--- config.mk ---
export PLATFORM = sky130hd
export DESIGN_NAME = sexpr_rule_file_lexer
export DESIGN_NICKNAME = d
export VERILOG_FILES = /design/src/hw/rtl/slex_pkg.sv /design/src/hw/rtl/slex_core.sv /design/src/hw/rtl/slex_rsp_queue.sv /design/src/hw/rtl/sexpr_rule_file_lexer.sv
export VERILOG_INCLUDE_DIRS = /design/src /design/src/hw/rtl
export SDC_FILE = /design/constraint.sdc
export NUM_CORES = 2
export LEC_CHECK = 0
export BUFFER_PORTS_ARGS = -buffer_cell sky130_fd_sc_hd__buf_4
export CORE_MARGIN = 2
export CORE_UTILIZATION = 50
export CTS_CLUSTER_SIZE = 30
export DETAILED_ROUTE_END_ITERATION = 16
export PLACE_DENSITY = 0.67
export SLEW_MARGIN = 5
export SYNTH_ARGS = -nofsm -noshare
export SYNTH_HDL_FRONTEND = slang
export SYNTH_SLANG_ARGS = --single-unit
--- constraint.sdc ---
create_clock -name clock -period 7.09 [get_ports clock]
set_clock_uncertainty 0.15 [all_clocks]
set_input_delay 2.127 -clock clock [delete_from_list [all_inputs] [get_ports clock]]
set_output_delay 2.127 -clock clock [all_outputs]
set_load 0.01 [all_outputs]
--- src/hw/rtl/assert_macros.svh ---
// assertion macros used by the lexer result queue
`ifndef ASSERT_MACROS_SVH
`define ASSERT_MACROS_SVH

`ifndef ASSERT_OFF

// condition holds at every clock edge out of reset
`define ASSERT_ALWAYS(lbl, clk, rst, cond) \
   lbl: assert property (@(posedge clk) disable iff (rst) (cond)) \
      else $error("assertion failed");

// consequent holds in the same cycle as the antecedent
`define ASSERT_IMPLIES(lbl, clk, rst, ante, cons) \
   lbl: assert property (@(posedge clk) disable iff (rst) (ante) |-> (cons)) \
      else $error("assertion failed");

// consequent holds in the cycle after the antecedent
`define ASSERT_NEXT(lbl, clk, rst, ante, cons) \
   lbl: assert property (@(posedge clk) disable iff (rst) (ante) |=> (cons)) \
      else $error("assertion failed");

`else

`define ASSERT_ALWAYS(lbl, clk, rst, cond)
`define ASSERT_IMPLIES(lbl, clk, rst, ante, cons)
`define ASSERT_NEXT(lbl, clk, rst, ante, cons)

`endif

`endif

--- src/hw/rtl/slex_pkg.sv ---
// types, constants and helper functions of the s-expression lexer
`default_nettype none

package slex_pkg;

   // sizing of the text and position counters
   localparam int unsigned TEXT_BYTES     = 1048576;
   localparam int unsigned POSITION_LIMIT = 65535;

   localparam int unsigned POS_W = 16;
   localparam int unsigned OFF_W = 20;

   localparam logic [POS_W-1:0] POS_LIMIT = POS_W'(POSITION_LIMIT);
   localparam logic [OFF_W-1:0] OFF_LIMIT = OFF_W'(TEXT_BYTES - 1);

   // result queue sizing, depth kept a power of two so pointers wrap
   localparam int unsigned MAX_RESULTS = 3;
   localparam int unsigned RSP_DEPTH   = 4;
   localparam int unsigned RSP_PTR_W   = $clog2(RSP_DEPTH);
   localparam int unsigned RSP_CNT_W   = $clog2(RSP_DEPTH + 1);

   // byte codes with a meaning of their own
   localparam logic [7:0] CHAR_TAB       = 8'h09;
   localparam logic [7:0] CHAR_NEWLINE   = 8'h0A;
   localparam logic [7:0] CHAR_SPACE     = 8'h20;
   localparam logic [7:0] CHAR_OPEN      = 8'h28;
   localparam logic [7:0] CHAR_CLOSE     = 8'h29;
   localparam logic [7:0] CHAR_SEMI      = 8'h3B;
   localparam logic [7:0] CHAR_BACKSLASH = 8'h5C;
   localparam logic [7:0] CHAR_BAR       = 8'h7C;

   // keyword table: format, fun, sort, rule, lambda, arrow
   localparam int unsigned KW_COUNT = 6;
   localparam logic [2:0] KW_LEN [KW_COUNT] = '{3'd6, 3'd3, 3'd4, 3'd4, 3'd6, 3'd2};
   localparam logic [7:0] KW_TEXT [KW_COUNT][8] = '{
      '{"f", "o", "r", "m", "a", "t", 8'h00, 8'h00},
      '{"f", "u", "n", 8'h00, 8'h00, 8'h00, 8'h00, 8'h00},
      '{"s", "o", "r", "t", 8'h00, 8'h00, 8'h00, 8'h00},
      '{"r", "u", "l", "e", 8'h00, 8'h00, 8'h00, 8'h00},
      '{"l", "a", "m", "b", "d", "a", 8'h00, 8'h00},
      '{"-", ">", 8'h00, 8'h00, 8'h00, 8'h00, 8'h00, 8'h00}
   };
   localparam logic [KW_COUNT-1:0] KW_ALL = '1;

   typedef enum logic [4:0] {
      MODE_NORMAL  = 5'b00001,
      MODE_IDENT   = 5'b00010,
      MODE_COMMENT = 5'b00100,
      MODE_QUOTED  = 5'b01000,
      MODE_FAILED  = 5'b10000
   } mode_type;

   typedef enum logic [2:0] {
      ST_TOKEN    = 3'd0,
      ST_DONE     = 3'd1,
      ST_ILLEGAL  = 3'd2,
      ST_ESCAPE   = 3'd3,
      ST_UNCLOSED = 3'd4
   } status_type;

   typedef enum logic [3:0] {
      KIND_ID     = 4'd0,
      KIND_OPEN   = 4'd1,
      KIND_CLOSE  = 4'd2,
      KIND_FORMAT = 4'd3,
      KIND_FUN    = 4'd4,
      KIND_SORT   = 4'd5,
      KIND_RULE   = 4'd6,
      KIND_LAMBDA = 4'd7,
      KIND_ARROW  = 4'd8
   } kind_type;

   typedef struct packed {
      status_type       status;
      kind_type         token_kind;
      logic [POS_W-1:0] token_row;
      logic [POS_W-1:0] token_col;
      logic [OFF_W-1:0] token_offset;
      logic [POS_W-1:0] token_length;
      logic [7:0]       bad_byte;
      logic             last_of_run;
   } rsp_type;

   // one result slot offered to the queue
   typedef struct packed {
      logic    valid;
      rsp_type data;
   } push_type;

   // queue state seen by the top level
   typedef struct packed {
      logic valid;
      logic room;
   } queue_status_type;

   function automatic logic [POS_W-1:0] pos_inc(input logic [POS_W-1:0] v);
      return (v < POS_LIMIT) ? v + POS_W'(1) : POS_LIMIT;
   endfunction

   function automatic logic [OFF_W-1:0] off_inc(input logic [OFF_W-1:0] v);
      return (v < OFF_LIMIT) ? v + OFF_W'(1) : OFF_LIMIT;
   endfunction

   function automatic logic ident_letter(input logic [7:0] c);
      logic hit;
      unique case (c) inside
         [8'h30:8'h39], [8'h41:8'h5A], [8'h61:8'h7A],
         "~", "!", "@", "$", "%", "^", "&", "*", "_", "-", "+", "=",
         "<", ">", ".", "?", "/": hit = 1'b1;
         default: hit = 1'b0;
      endcase
      return hit;
   endfunction

   // narrow the set of keywords still matching after byte c at position pos
   function automatic logic [KW_COUNT-1:0] kw_update(input logic [KW_COUNT-1:0] alive,
                                                     input logic [POS_W-1:0] pos,
                                                     input logic [7:0] c);
      logic [KW_COUNT-1:0] res;
      res = '0;
      for (int k = 0; k < KW_COUNT; k++) begin
         if (alive[k] && (pos < POS_W'(KW_LEN[k])) && (KW_TEXT[k][pos[2:0]] == c)) begin
            res[k] = 1'b1;
         end
      end
      return res;
   endfunction

   // first keyword whose whole text was matched, else a plain identifier
   function automatic kind_type ident_kind(input logic [KW_COUNT-1:0] alive,
                                           input logic [POS_W-1:0] len);
      kind_type kind;
      kind = KIND_ID;
      for (int k = KW_COUNT - 1; k >= 0; k--) begin
         if (alive[k] && (len == POS_W'(KW_LEN[k]))) begin
            kind = kind_type'(4'(KIND_FORMAT) + 4'(k));
         end
      end
      return kind;
   endfunction

   function automatic rsp_type make_result(input status_type status,
                                           input kind_type kind,
                                           input logic [POS_W-1:0] row,
                                           input logic [POS_W-1:0] col,
                                           input logic [OFF_W-1:0] off,
                                           input logic [POS_W-1:0] len,
                                           input logic [7:0] bad);
      rsp_type r;
      r.status       = status;
      r.token_kind   = kind;
      r.token_row    = row;
      r.token_col    = col;
      r.token_offset = off;
      r.token_length = len;
      r.bad_byte     = bad;
      r.last_of_run  = 1'b0;
      return r;
   endfunction

endpackage

`default_nettype wire

--- src/hw/rtl/slex_core.sv ---
// lexer state registers and the per-byte step logic
`default_nettype none

module slex_core (
   input  wire logic                clock,
   input  wire logic                reset,
   input  wire logic                step,
   input  wire logic [7:0]          char_byte,
   input  wire logic                end_of_text,
   output slex_pkg::push_type       slot [slex_pkg::MAX_RESULTS]
);

   slex_pkg::mode_type                 mode_ff, mode_in, mid_mode;
   logic [slex_pkg::POS_W-1:0]         row_ff, row_in, mid_row;
   logic [slex_pkg::POS_W-1:0]         col_ff, col_in, mid_col;
   logic [slex_pkg::OFF_W-1:0]         off_ff, off_in, mid_off;
   logic [slex_pkg::POS_W-1:0]         srow_ff, srow_in, mid_srow;
   logic [slex_pkg::POS_W-1:0]         scol_ff, scol_in, mid_scol;
   logic [slex_pkg::OFF_W-1:0]         soff_ff, soff_in, mid_soff;
   logic [slex_pkg::POS_W-1:0]         run_ff, run_in, mid_run;
   logic [slex_pkg::KW_COUNT-1:0]      alive_ff, alive_in, mid_alive;
   logic                               letter;
   logic                               run_normal;
   slex_pkg::push_type                 s0, s1, s2;

   assign letter = slex_pkg::ident_letter(char_byte);

   // one byte of lexing: slot 0 ends a pending identifier, slot 1 is what the byte
   // itself gives or an identifier closed by end of text, slot 2 is the end of text report
   always_comb begin
      mid_mode  = mode_ff;
      mid_row   = row_ff;
      mid_col   = col_ff;
      mid_srow  = srow_ff;
      mid_scol  = scol_ff;
      mid_soff  = soff_ff;
      mid_run   = run_ff;
      mid_alive = alive_ff;
      s0        = '0;
      s1        = '0;
      s2        = '0;
      run_normal = 1'b0;

      unique case (mode_ff)
         slex_pkg::MODE_NORMAL: begin
            run_normal = 1'b1;
         end
         slex_pkg::MODE_IDENT: begin
            if (letter) begin
               mid_alive = slex_pkg::kw_update(alive_ff, run_ff, char_byte);
               mid_run   = slex_pkg::pos_inc(run_ff);
               mid_col   = slex_pkg::pos_inc(col_ff);
            end else begin
               s0.valid = 1'b1;
               s0.data  = slex_pkg::make_result(slex_pkg::ST_TOKEN,
                             slex_pkg::ident_kind(alive_ff, run_ff),
                             srow_ff, scol_ff, soff_ff, run_ff, 8'h00);
               mid_mode   = slex_pkg::MODE_NORMAL;
               run_normal = 1'b1;
            end
         end
         slex_pkg::MODE_COMMENT: begin
            if (char_byte == slex_pkg::CHAR_NEWLINE) begin
               mid_row  = slex_pkg::pos_inc(row_ff);
               mid_col  = slex_pkg::POS_W'(1);
               mid_mode = slex_pkg::MODE_NORMAL;
            end
         end
         slex_pkg::MODE_QUOTED: begin
            if (char_byte == slex_pkg::CHAR_BAR) begin
               s1.valid = 1'b1;
               s1.data  = slex_pkg::make_result(slex_pkg::ST_TOKEN, slex_pkg::KIND_ID,
                             srow_ff, scol_ff, soff_ff, run_ff, 8'h00);
               mid_col  = slex_pkg::pos_inc(slex_pkg::pos_inc(col_ff));
               mid_mode = slex_pkg::MODE_NORMAL;
            end else if (char_byte == slex_pkg::CHAR_NEWLINE) begin
               mid_row = slex_pkg::pos_inc(row_ff);
               mid_col = '0;
               mid_run = slex_pkg::pos_inc(run_ff);
            end else begin
               mid_col = slex_pkg::pos_inc(col_ff);
               mid_run = slex_pkg::pos_inc(run_ff);
               if (char_byte == slex_pkg::CHAR_BACKSLASH) begin
                  s1.valid = 1'b1;
                  s1.data  = slex_pkg::make_result(slex_pkg::ST_ESCAPE, slex_pkg::KIND_ID,
                                row_ff, slex_pkg::pos_inc(col_ff), '0, '0, 8'h00);
                  mid_mode = slex_pkg::MODE_FAILED;
               end
            end
         end
         slex_pkg::MODE_FAILED: begin
         end
         default: begin
         end
      endcase

      // byte seen in normal mode, also after an identifier has just ended
      if (run_normal) begin
         unique case (char_byte) inside
            slex_pkg::CHAR_NEWLINE: begin
               mid_row = slex_pkg::pos_inc(row_ff);
               mid_col = slex_pkg::POS_W'(1);
            end
            slex_pkg::CHAR_SPACE, slex_pkg::CHAR_TAB: begin
               mid_col = slex_pkg::pos_inc(col_ff);
            end
            slex_pkg::CHAR_SEMI: begin
               mid_mode = slex_pkg::MODE_COMMENT;
            end
            slex_pkg::CHAR_BAR: begin
               mid_mode = slex_pkg::MODE_QUOTED;
               mid_srow = row_ff;
               mid_scol = col_ff;
               mid_soff = slex_pkg::off_inc(off_ff);
               mid_run  = '0;
            end
            slex_pkg::CHAR_OPEN, slex_pkg::CHAR_CLOSE: begin
               s1.valid = 1'b1;
               s1.data  = slex_pkg::make_result(slex_pkg::ST_TOKEN,
                             (char_byte == slex_pkg::CHAR_OPEN) ? slex_pkg::KIND_OPEN
                                                                : slex_pkg::KIND_CLOSE,
                             row_ff, col_ff, off_ff, slex_pkg::POS_W'(1), 8'h00);
               mid_col  = slex_pkg::pos_inc(col_ff);
            end
            default: begin
               if (letter) begin
                  mid_mode  = slex_pkg::MODE_IDENT;
                  mid_srow  = row_ff;
                  mid_scol  = col_ff;
                  mid_soff  = off_ff;
                  mid_run   = slex_pkg::POS_W'(1);
                  mid_alive = slex_pkg::kw_update(slex_pkg::KW_ALL, '0, char_byte);
                  mid_col   = slex_pkg::pos_inc(col_ff);
               end else begin
                  s1.valid = 1'b1;
                  s1.data  = slex_pkg::make_result(slex_pkg::ST_ILLEGAL, slex_pkg::KIND_ID,
                                row_ff, col_ff, '0, '0, char_byte);
                  mid_mode = slex_pkg::MODE_FAILED;
               end
            end
         endcase
      end

      mid_off = slex_pkg::off_inc(off_ff);

      // end of text: close what is open, report unless failed, and return to reset values
      if (end_of_text) begin
         unique case (mid_mode)
            slex_pkg::MODE_IDENT: begin
               s1.valid = 1'b1;
               s1.data  = slex_pkg::make_result(slex_pkg::ST_TOKEN,
                             slex_pkg::ident_kind(mid_alive, mid_run),
                             mid_srow, mid_scol, mid_soff, mid_run, 8'h00);
               s2.valid = 1'b1;
               s2.data  = slex_pkg::make_result(slex_pkg::ST_DONE, slex_pkg::KIND_ID,
                             '0, '0, '0, '0, 8'h00);
            end
            slex_pkg::MODE_QUOTED: begin
               s2.valid = 1'b1;
               s2.data  = slex_pkg::make_result(slex_pkg::ST_UNCLOSED, slex_pkg::KIND_ID,
                             mid_srow, mid_scol, '0, '0, 8'h00);
            end
            slex_pkg::MODE_FAILED: begin
            end
            default: begin
               s2.valid = 1'b1;
               s2.data  = slex_pkg::make_result(slex_pkg::ST_DONE, slex_pkg::KIND_ID,
                             '0, '0, '0, '0, 8'h00);
            end
         endcase
         mode_in  = slex_pkg::MODE_NORMAL;
         row_in   = slex_pkg::POS_W'(1);
         col_in   = slex_pkg::POS_W'(1);
         off_in   = '0;
         srow_in  = '0;
         scol_in  = '0;
         soff_in  = '0;
         run_in   = '0;
         alive_in = slex_pkg::KW_ALL;
      end else begin
         mode_in  = mid_mode;
         row_in   = mid_row;
         col_in   = mid_col;
         off_in   = mid_off;
         srow_in  = mid_srow;
         scol_in  = mid_scol;
         soff_in  = mid_soff;
         run_in   = mid_run;
         alive_in = mid_alive;
      end

      // mark the last result of this byte
      if (s2.valid) begin
         s2.data.last_of_run = 1'b1;
      end else if (s1.valid) begin
         s1.data.last_of_run = 1'b1;
      end else if (s0.valid) begin
         s0.data.last_of_run = 1'b1;
      end
   end

   assign slot[0] = s0;
   assign slot[1] = s1;
   assign slot[2] = s2;

   // lexer state
   always_ff @(posedge clock) begin
      if (reset) begin
         mode_ff  <= slex_pkg::MODE_NORMAL;
         row_ff   <= slex_pkg::POS_W'(1);
         col_ff   <= slex_pkg::POS_W'(1);
         off_ff   <= '0;
         srow_ff  <= '0;
         scol_ff  <= '0;
         soff_ff  <= '0;
         run_ff   <= '0;
         alive_ff <= slex_pkg::KW_ALL;
      end else if (step) begin
         mode_ff  <= mode_in;
         row_ff   <= row_in;
         col_ff   <= col_in;
         off_ff   <= off_in;
         srow_ff  <= srow_in;
         scol_ff  <= scol_in;
         soff_ff  <= soff_in;
         run_ff   <= run_in;
         alive_ff <= alive_in;
      end
   end

endmodule

`default_nettype wire

--- src/hw/rtl/slex_rsp_queue.sv ---
// result queue taking up to three results per cycle and handing out one
`default_nettype none

`include "assert_macros.svh"

module slex_rsp_queue (
   input  wire logic                      clock,
   input  wire logic                      reset,
   input  wire slex_pkg::push_type        push [slex_pkg::MAX_RESULTS],
   input  wire logic                      pop,
   output slex_pkg::rsp_type              head,
   output slex_pkg::queue_status_type     status
);

   slex_pkg::rsp_type                  entry_ff [slex_pkg::RSP_DEPTH];
   logic [slex_pkg::RSP_PTR_W-1:0]     wr_ptr_ff, wr_ptr_in;
   logic [slex_pkg::RSP_PTR_W-1:0]     rd_ptr_ff, rd_ptr_in;
   logic [slex_pkg::RSP_CNT_W-1:0]     count_ff, count_in;
   logic [slex_pkg::RSP_PTR_W-1:0]     wr_pos [slex_pkg::MAX_RESULTS];
   logic [1:0]                         push_total;
   logic                               last_pop;

   // compacted write positions of the valid slots
   always_comb begin
      wr_pos[0] = wr_ptr_ff;
      wr_pos[1] = wr_ptr_ff + slex_pkg::RSP_PTR_W'(push[0].valid);
      wr_pos[2] = wr_pos[1] + slex_pkg::RSP_PTR_W'(push[1].valid);
      push_total = 2'(push[0].valid) + 2'(push[1].valid) + 2'(push[2].valid);
   end

   assign wr_ptr_in = wr_ptr_ff + slex_pkg::RSP_PTR_W'(push_total);
   assign rd_ptr_in = rd_ptr_ff + slex_pkg::RSP_PTR_W'(pop);
   assign count_in  = count_ff + slex_pkg::RSP_CNT_W'(push_total)
                    - slex_pkg::RSP_CNT_W'(pop);

   // pointers and fill count
   always_ff @(posedge clock) begin
      if (reset) begin
         wr_ptr_ff <= '0;
         rd_ptr_ff <= '0;
         count_ff  <= '0;
      end else begin
         wr_ptr_ff <= wr_ptr_in;
         rd_ptr_ff <= rd_ptr_in;
         count_ff  <= count_in;
      end
   end

   // result storage
   always_ff @(posedge clock) begin
      for (int i = 0; i < slex_pkg::MAX_RESULTS; i++) begin
         if (push[i].valid) begin
            entry_ff[wr_pos[i]] <= push[i].data;
         end
      end
   end

   assign head         = entry_ff[rd_ptr_ff];
   assign status.valid = (count_ff != '0);
   assign status.room  = (count_ff <=
                          slex_pkg::RSP_CNT_W'(slex_pkg::RSP_DEPTH - slex_pkg::MAX_RESULTS));

   // last stored result leaves with nothing arriving
   assign last_pop = pop & (count_ff == slex_pkg::RSP_CNT_W'(1)) & (push_total == 2'd0);

   `ASSERT_ALWAYS(a_count_bound, clock, reset, count_ff <= slex_pkg::RSP_CNT_W'(slex_pkg::RSP_DEPTH))
   `ASSERT_IMPLIES(a_push_room, clock, reset, push_total != 2'd0, status.room)
   `ASSERT_NEXT(a_drain, clock, reset, last_pop, !status.valid)

endmodule

`default_nettype wire

--- src/hw/rtl/sexpr_rule_file_lexer.sv ---
// top level of the s-expression rule-file lexer
// Usage:
//   Text enters one byte per req transaction (req_char_byte, with
//   req_end_of_text on the final byte). Each rsp transaction carries one
//   result: a token, the text-done report or an error; rsp_last_of_run marks
//   the last result caused by a byte, which may cause none, one, two or three.
//   An accepted byte waits in the input register until it is lexed; its
//   results are written into the result queue, and the first of them is
//   offered from the queue registers after that write.
//   Throughput is one byte per cycle while bytes give at most one result each
//   and the receiver keeps up; the lexing step waits while the four-entry
//   result queue holds more than one result, since a byte may push three.
//   When the receiver stalls, results stay in the queue and the input side
//   stalls once the input register holds a byte and the queue holds more
//   than one result; nothing is lost.
//   After a byte marked end_of_text the lexer returns to its reset state and
//   the next byte starts a new text. Reset empties the queue and the input
//   register and sets row and column to 1, offset to 0 and the mode to normal.
`default_nettype none

module sexpr_rule_file_lexer (
   input  wire logic        clock,
   input  wire logic        reset,
   input  wire logic        req_valid,
   output logic             req_stall,
   input  wire logic [7:0]  req_char_byte,
   input  wire logic        req_end_of_text,
   output logic             rsp_valid,
   input  wire logic        rsp_stall,
   output logic [2:0]       rsp_status,
   output logic [3:0]       rsp_token_kind,
   output logic [15:0]      rsp_token_row,
   output logic [15:0]      rsp_token_col,
   output logic [19:0]      rsp_token_offset,
   output logic [15:0]      rsp_token_length,
   output logic [7:0]       rsp_bad_byte,
   output logic             rsp_last_of_run
);

   logic                              in_valid_ff, in_valid_in;
   logic [7:0]                        in_byte_ff;
   logic                              in_eot_ff;
   logic                              accept;
   logic                              step;
   logic                              pop;
   slex_pkg::push_type                slot [slex_pkg::MAX_RESULTS];
   slex_pkg::push_type                push [slex_pkg::MAX_RESULTS];
   slex_pkg::rsp_type                 head;
   slex_pkg::queue_status_type        queue_status;

   // input register handshake
   assign step        = in_valid_ff & queue_status.room;
   assign req_stall   = in_valid_ff & ~queue_status.room;
   assign accept      = req_valid & ~req_stall;
   assign in_valid_in = accept | (in_valid_ff & ~step);

   always_ff @(posedge clock) begin
      if (reset) begin
         in_valid_ff <= 1'b0;
      end else begin
         in_valid_ff <= in_valid_in;
      end
   end

   always_ff @(posedge clock) begin
      if (accept) begin
         in_byte_ff <= req_char_byte;
         in_eot_ff  <= req_end_of_text;
      end
   end

   slex_core u_core (
      .clock       (clock),
      .reset       (reset),
      .step        (step),
      .char_byte   (in_byte_ff),
      .end_of_text (in_eot_ff),
      .slot        (slot)
   );

   // results only enter the queue on a lexing step
   always_comb begin
      for (int i = 0; i < slex_pkg::MAX_RESULTS; i++) begin
         push[i].valid = slot[i].valid & step;
         push[i].data  = slot[i].data;
      end
   end

   assign pop = queue_status.valid & ~rsp_stall;

   slex_rsp_queue u_queue (
      .clock  (clock),
      .reset  (reset),
      .push   (push),
      .pop    (pop),
      .head   (head),
      .status (queue_status)
   );

   // result ports
   assign rsp_valid        = queue_status.valid;
   assign rsp_status       = head.status;
   assign rsp_token_kind   = head.token_kind;
   assign rsp_token_row    = head.token_row;
   assign rsp_token_col    = head.token_col;
   assign rsp_token_offset = head.token_offset;
   assign rsp_token_length = head.token_length;
   assign rsp_bad_byte     = head.bad_byte;
   assign rsp_last_of_run  = head.last_of_run;

endmodule

`default_nettype wire

==> parameters.txt <==
Parameter                              Value

Setup path
  Critical Setup Path Class ... register to register
  Endpoint of the worst register-to-register path ... u_queue.entry_ff[3][56]
  Length in cells of the worst reg-to-reg path ... 17
  Setup slack of the most critical reg-to-reg path ... 0.42 ns
  Launching point of the worst reg2reg path ... in_byte_ff[4]
  Req. time, crit path ... 7.28 ns
  Category of the worst setup path launch point ... register
  Source of the critical timing path ... in_byte_ff[4]
  Peak fanout along the critical path ... 34
  Nature of the critical path endpoint ... register
  Arrival time of data at the critical path endpoint ... 6.86 ns

Finish
  Most common cell after layout, fill and taps aside ... sky130_fd_sc_hd__nor2_1
  Synth-to-Final Area Change ... 10.6%
  Post-layout util ... 0.556
  Net count, final ... 3,145
  Filler cell count ... 4,991
  Fraction of final layout cells with drive strength greater than 1 ... 0.125
  Top library cells by usage in the layout, fill and taps aside ... sky130_fd_sc_hd__nor2_1, sky130_fd_sc_hd__dfxtp_1, sky130_fd_sc_hd__a211oi_1, sky130_fd_sc_hd__nand2_1, sky130_fd_sc_hd__o21ai_0
  Diode count ... 0

Global route
  Number of global-route vias before repair ... 26,600
  Pin count of the biggest net entering global routing ... 93
  Wire length of the first global-routing pass ... 157 mm
  Total congestion overflow after global routing ... 0
  Tot GR Track Use ... 0.337
  Number of antenna violations at the first check in global routing ... 0

CTS
  Root cell of the clock tree ... sky130_fd_sc_hd__clkbuf_16
  Setup Fix Bufs, Post-CTS ... 0
  CTS buffer count ... 53
  Latest clock arrival within the worst-skew pair ... 0.63 ns
  Largest buffer count on any clock path ... 3
  # H-tree levels ... 2
  Clock-pin slew on the worst setup and hold paths ... 0.06 ns
  CTS tree ... done
  CTS sink cnt ... 484
  Hold_buf cts ... 0
  Post-cts resize count ... 0

Status
  Run status ... finished clean

STA
  Setup tns final ... 0 ns
  Slew at the pin closest to its max-slew limit ... 1.25 ns
  Slew margin rel. ... 0.166
  Final cycle utilization of the critical path ... 0.940
  Achievable clock frequency ... 150 MHz
  Final setup violating endpoints ... 0
  Tightest hold margin ... 0.308 ns
  Count of final max-slew check failures ... 0
  Setup repair after global routing missed its margin ... false
  Final count of hold timing violations ... 0
  Clock period minus worst slack ... 6.67 ns

Route
  Average detailed-routed wire length per instance ... 26.2 um
  Final WL ... 102 mm
  Antenna Nets Post-Route ... 0
  Average vias per placed instance ... 7.11
  Detailed-routing iteration count for the pre-antenna-repair pass ... 9
  Total number of vias ... 27,800
  DRC violations left ... 0
  Count of routing violations after the opening detailed-route iteration ... 4,055

Synthesis
  Asr flop ratio synth ... 0
  Cell taking the most area after synthesis ... sky130_fd_sc_hd__dfxtp_1
  Cell count after synthesis ... 3,235
  Syn. warnings ... 0
  Synthesized area divided by synthesized cell count ... 8.72 sq um
  Register area share after synthesis ... 0.396
  Synth Register Bits ... 484
  Summed instance area of the synthesized netlist ... 28,200 sq um
  Most area-consuming cells after synthesis ... sky130_fd_sc_hd__dfxtp_1, sky130_fd_sc_hd__edfxtp_1, sky130_fd_sc_hd__a211oi_1
  Dominant register cell in the synthesized netlist ... sky130_fd_sc_hd__dfxtp_1
  Total nets after synthesis ... 3,269
  Share of the synthesized area in the top cell type ... 0.238
  Post-synth EDFFs ... 149
  Library cells used by synthesis ... 86

Floorplan
  Site Rows ... 87
  Count of pins on the block boundary ... 99
  Die extent in y ... 242 um
  Initial Util ... 0.503
  Horiz. Die Dim ... 242 um
  Core footprint ... 56,100 sq um
  Area enclosed by the die boundary ... 58,300 sq um

Power and ir drop
  Peak supply drop ... 0.298 mV
  Pwr Total ... 9.90 mW
  Static leakage ... 9.49 nW
  Power density relative to cell area ... 317 nW/um^2

Placement
  Routability-driven placement congestion ratio ... 0.951
  Total of buffers placed on input and output ports ... 98
  Final HPWL DP ... 63.5 mm

Worst hold path
  Hold path cells ... 2
  Worst hold start ... u_queue.entry_ff[1][82]
  Min-Delay Endpoint ... u_queue.entry_ff[1][82]
  Path type of the worst min-delay path ... register to register

Run
  Number of violations of the max-capacitance limit ... 0
==> how the worst max path moves through the flow <==
stage                              end  slack [ns]
3_5_place_dp   u_queue.entry_ff[3][56]        0.65
5_1_grt        u_queue.entry_ff[3][56]        0.11
4_1_cts        u_queue.entry_ff[3][56]        0.66
6_report       u_queue.entry_ff[3][56]        0.42
3_3_place_gp   u_queue.entry_ff[3][49]        0.90
2_1_floorplan   u_queue.entry_ff[1][0]        1.88
==> logic make-up after synthesis <==
group,after synthesis,synth area share
flip-flops,484,0.396
AO/OA/AOI/OAI,1239,0.302
XOR/XNOR,45,0.0140
AND/OR/NAND/NOR,953,0.152
adder cells (fa/ha/maj),21,0.00984
buffers and inverters,396,0.0542
multiplexers,97,0.0718
==> worst max-delay path, cell delays in order (launching register included) <==
cell                       delay, ns
sky130_fd_sc_hd__edfxtp_1       0.98
sky130_fd_sc_hd__inv_1          0.20
sky130_fd_sc_hd__and2_1         0.23
sky130_fd_sc_hd__a221o_1        0.47
sky130_fd_sc_hd__o21ai_1        0.88
sky130_fd_sc_hd__a21boi_0       0.33
sky130_fd_sc_hd__and4_1         0.31
sky130_fd_sc_hd__nor2_1         0.23
sky130_fd_sc_hd__nor2_1         0.10
sky130_fd_sc_hd__ha_1           0.25
sky130_fd_sc_hd__xnor2_1        0.40
sky130_fd_sc_hd__nand2_1        0.17
sky130_fd_sc_hd__a211oi_4       0.20
sky130_fd_sc_hd__buf_4          0.51
sky130_fd_sc_hd__nor2_2         0.32
sky130_fd_sc_hd__buf_4          0.30
sky130_fd_sc_hd__a32oi_1        0.23
sky130_fd_sc_hd__o21ai_0        0.12
==> synthesized netlist by cell type (all sizes together) (18+ instances only) <==
master / instances
nand2: 279
xnor2: 31
a32oi: 120
a221oi: 23
nand3: 72
inv: 47
nand2b: 25
o21ai: 261
buf: 70
o22ai: 32
a31oi: 38
a21oi: 199
nor3: 60
a222oi: 30
mux4: 84
nor2: 378
edfxtp: 149
dfxtp: 335
and3: 18
ha: 19
a211oi: 313
a22oi: 104
clkbuf: 279
==> cell type report <==
cell class | instances | area (sq um) | share of cell area
flip-flops and latches | 484 | 11200 | 0.359
well taps | 756 | 946 | 0.0303
clock inverters | 27 | 383 | 0.0123
multi-input cells | 2355 | 15700 | 0.502
repair buffers | 170 | 1300 | 0.0417
clock buffers | 71 | 1530 | 0.0489
inverters | 47 | 176 | 0.00566
==> stage by stage <==
step	cell area, sq um	setup slack [ns]	cells
3_3_place_gp	29300	0.899	3812
5_1_grt	31200	0.113	3910
6_report	31200	0.423	3910
2_1_floorplan	28200	1.88	3235
3_5_place_dp	29300	0.647	3812
4_1_cts	31200	0.657	3910
==> layer usage <==
layer,global-route usage,vias up,wire length [um]
met3,0.0696,312,10700
met1,0.451,13500,40700
met5,0,-,0
met2,0.532,1790,47000
li1,-,12200,-
met4,0.144,0,3910
==> state kept, by name (all words and copies together) (netlist names), 6 cells and up <==
register and cells:
in_byte_ff 8, u_core.alive_ff 6, u_core.col_ff 16, u_core.off_ff 20, u_core.row_ff 16, u_core.run_ff 16
u_core.scol_ff 16, u_core.soff_ff 20, u_core.srow_ff 16, u_queue.entry_ff 336
==> where the power goes <==
group	leakage, nW	switching, mW	total, mW	internal [mW]
clock network	0.925	1.22	3.03	1.81
registers	4.13	0.381	3.77	3.39
logic	4.44	1.71	3.09	1.39
No activity file was read; power rests on OpenSTA's default activity.
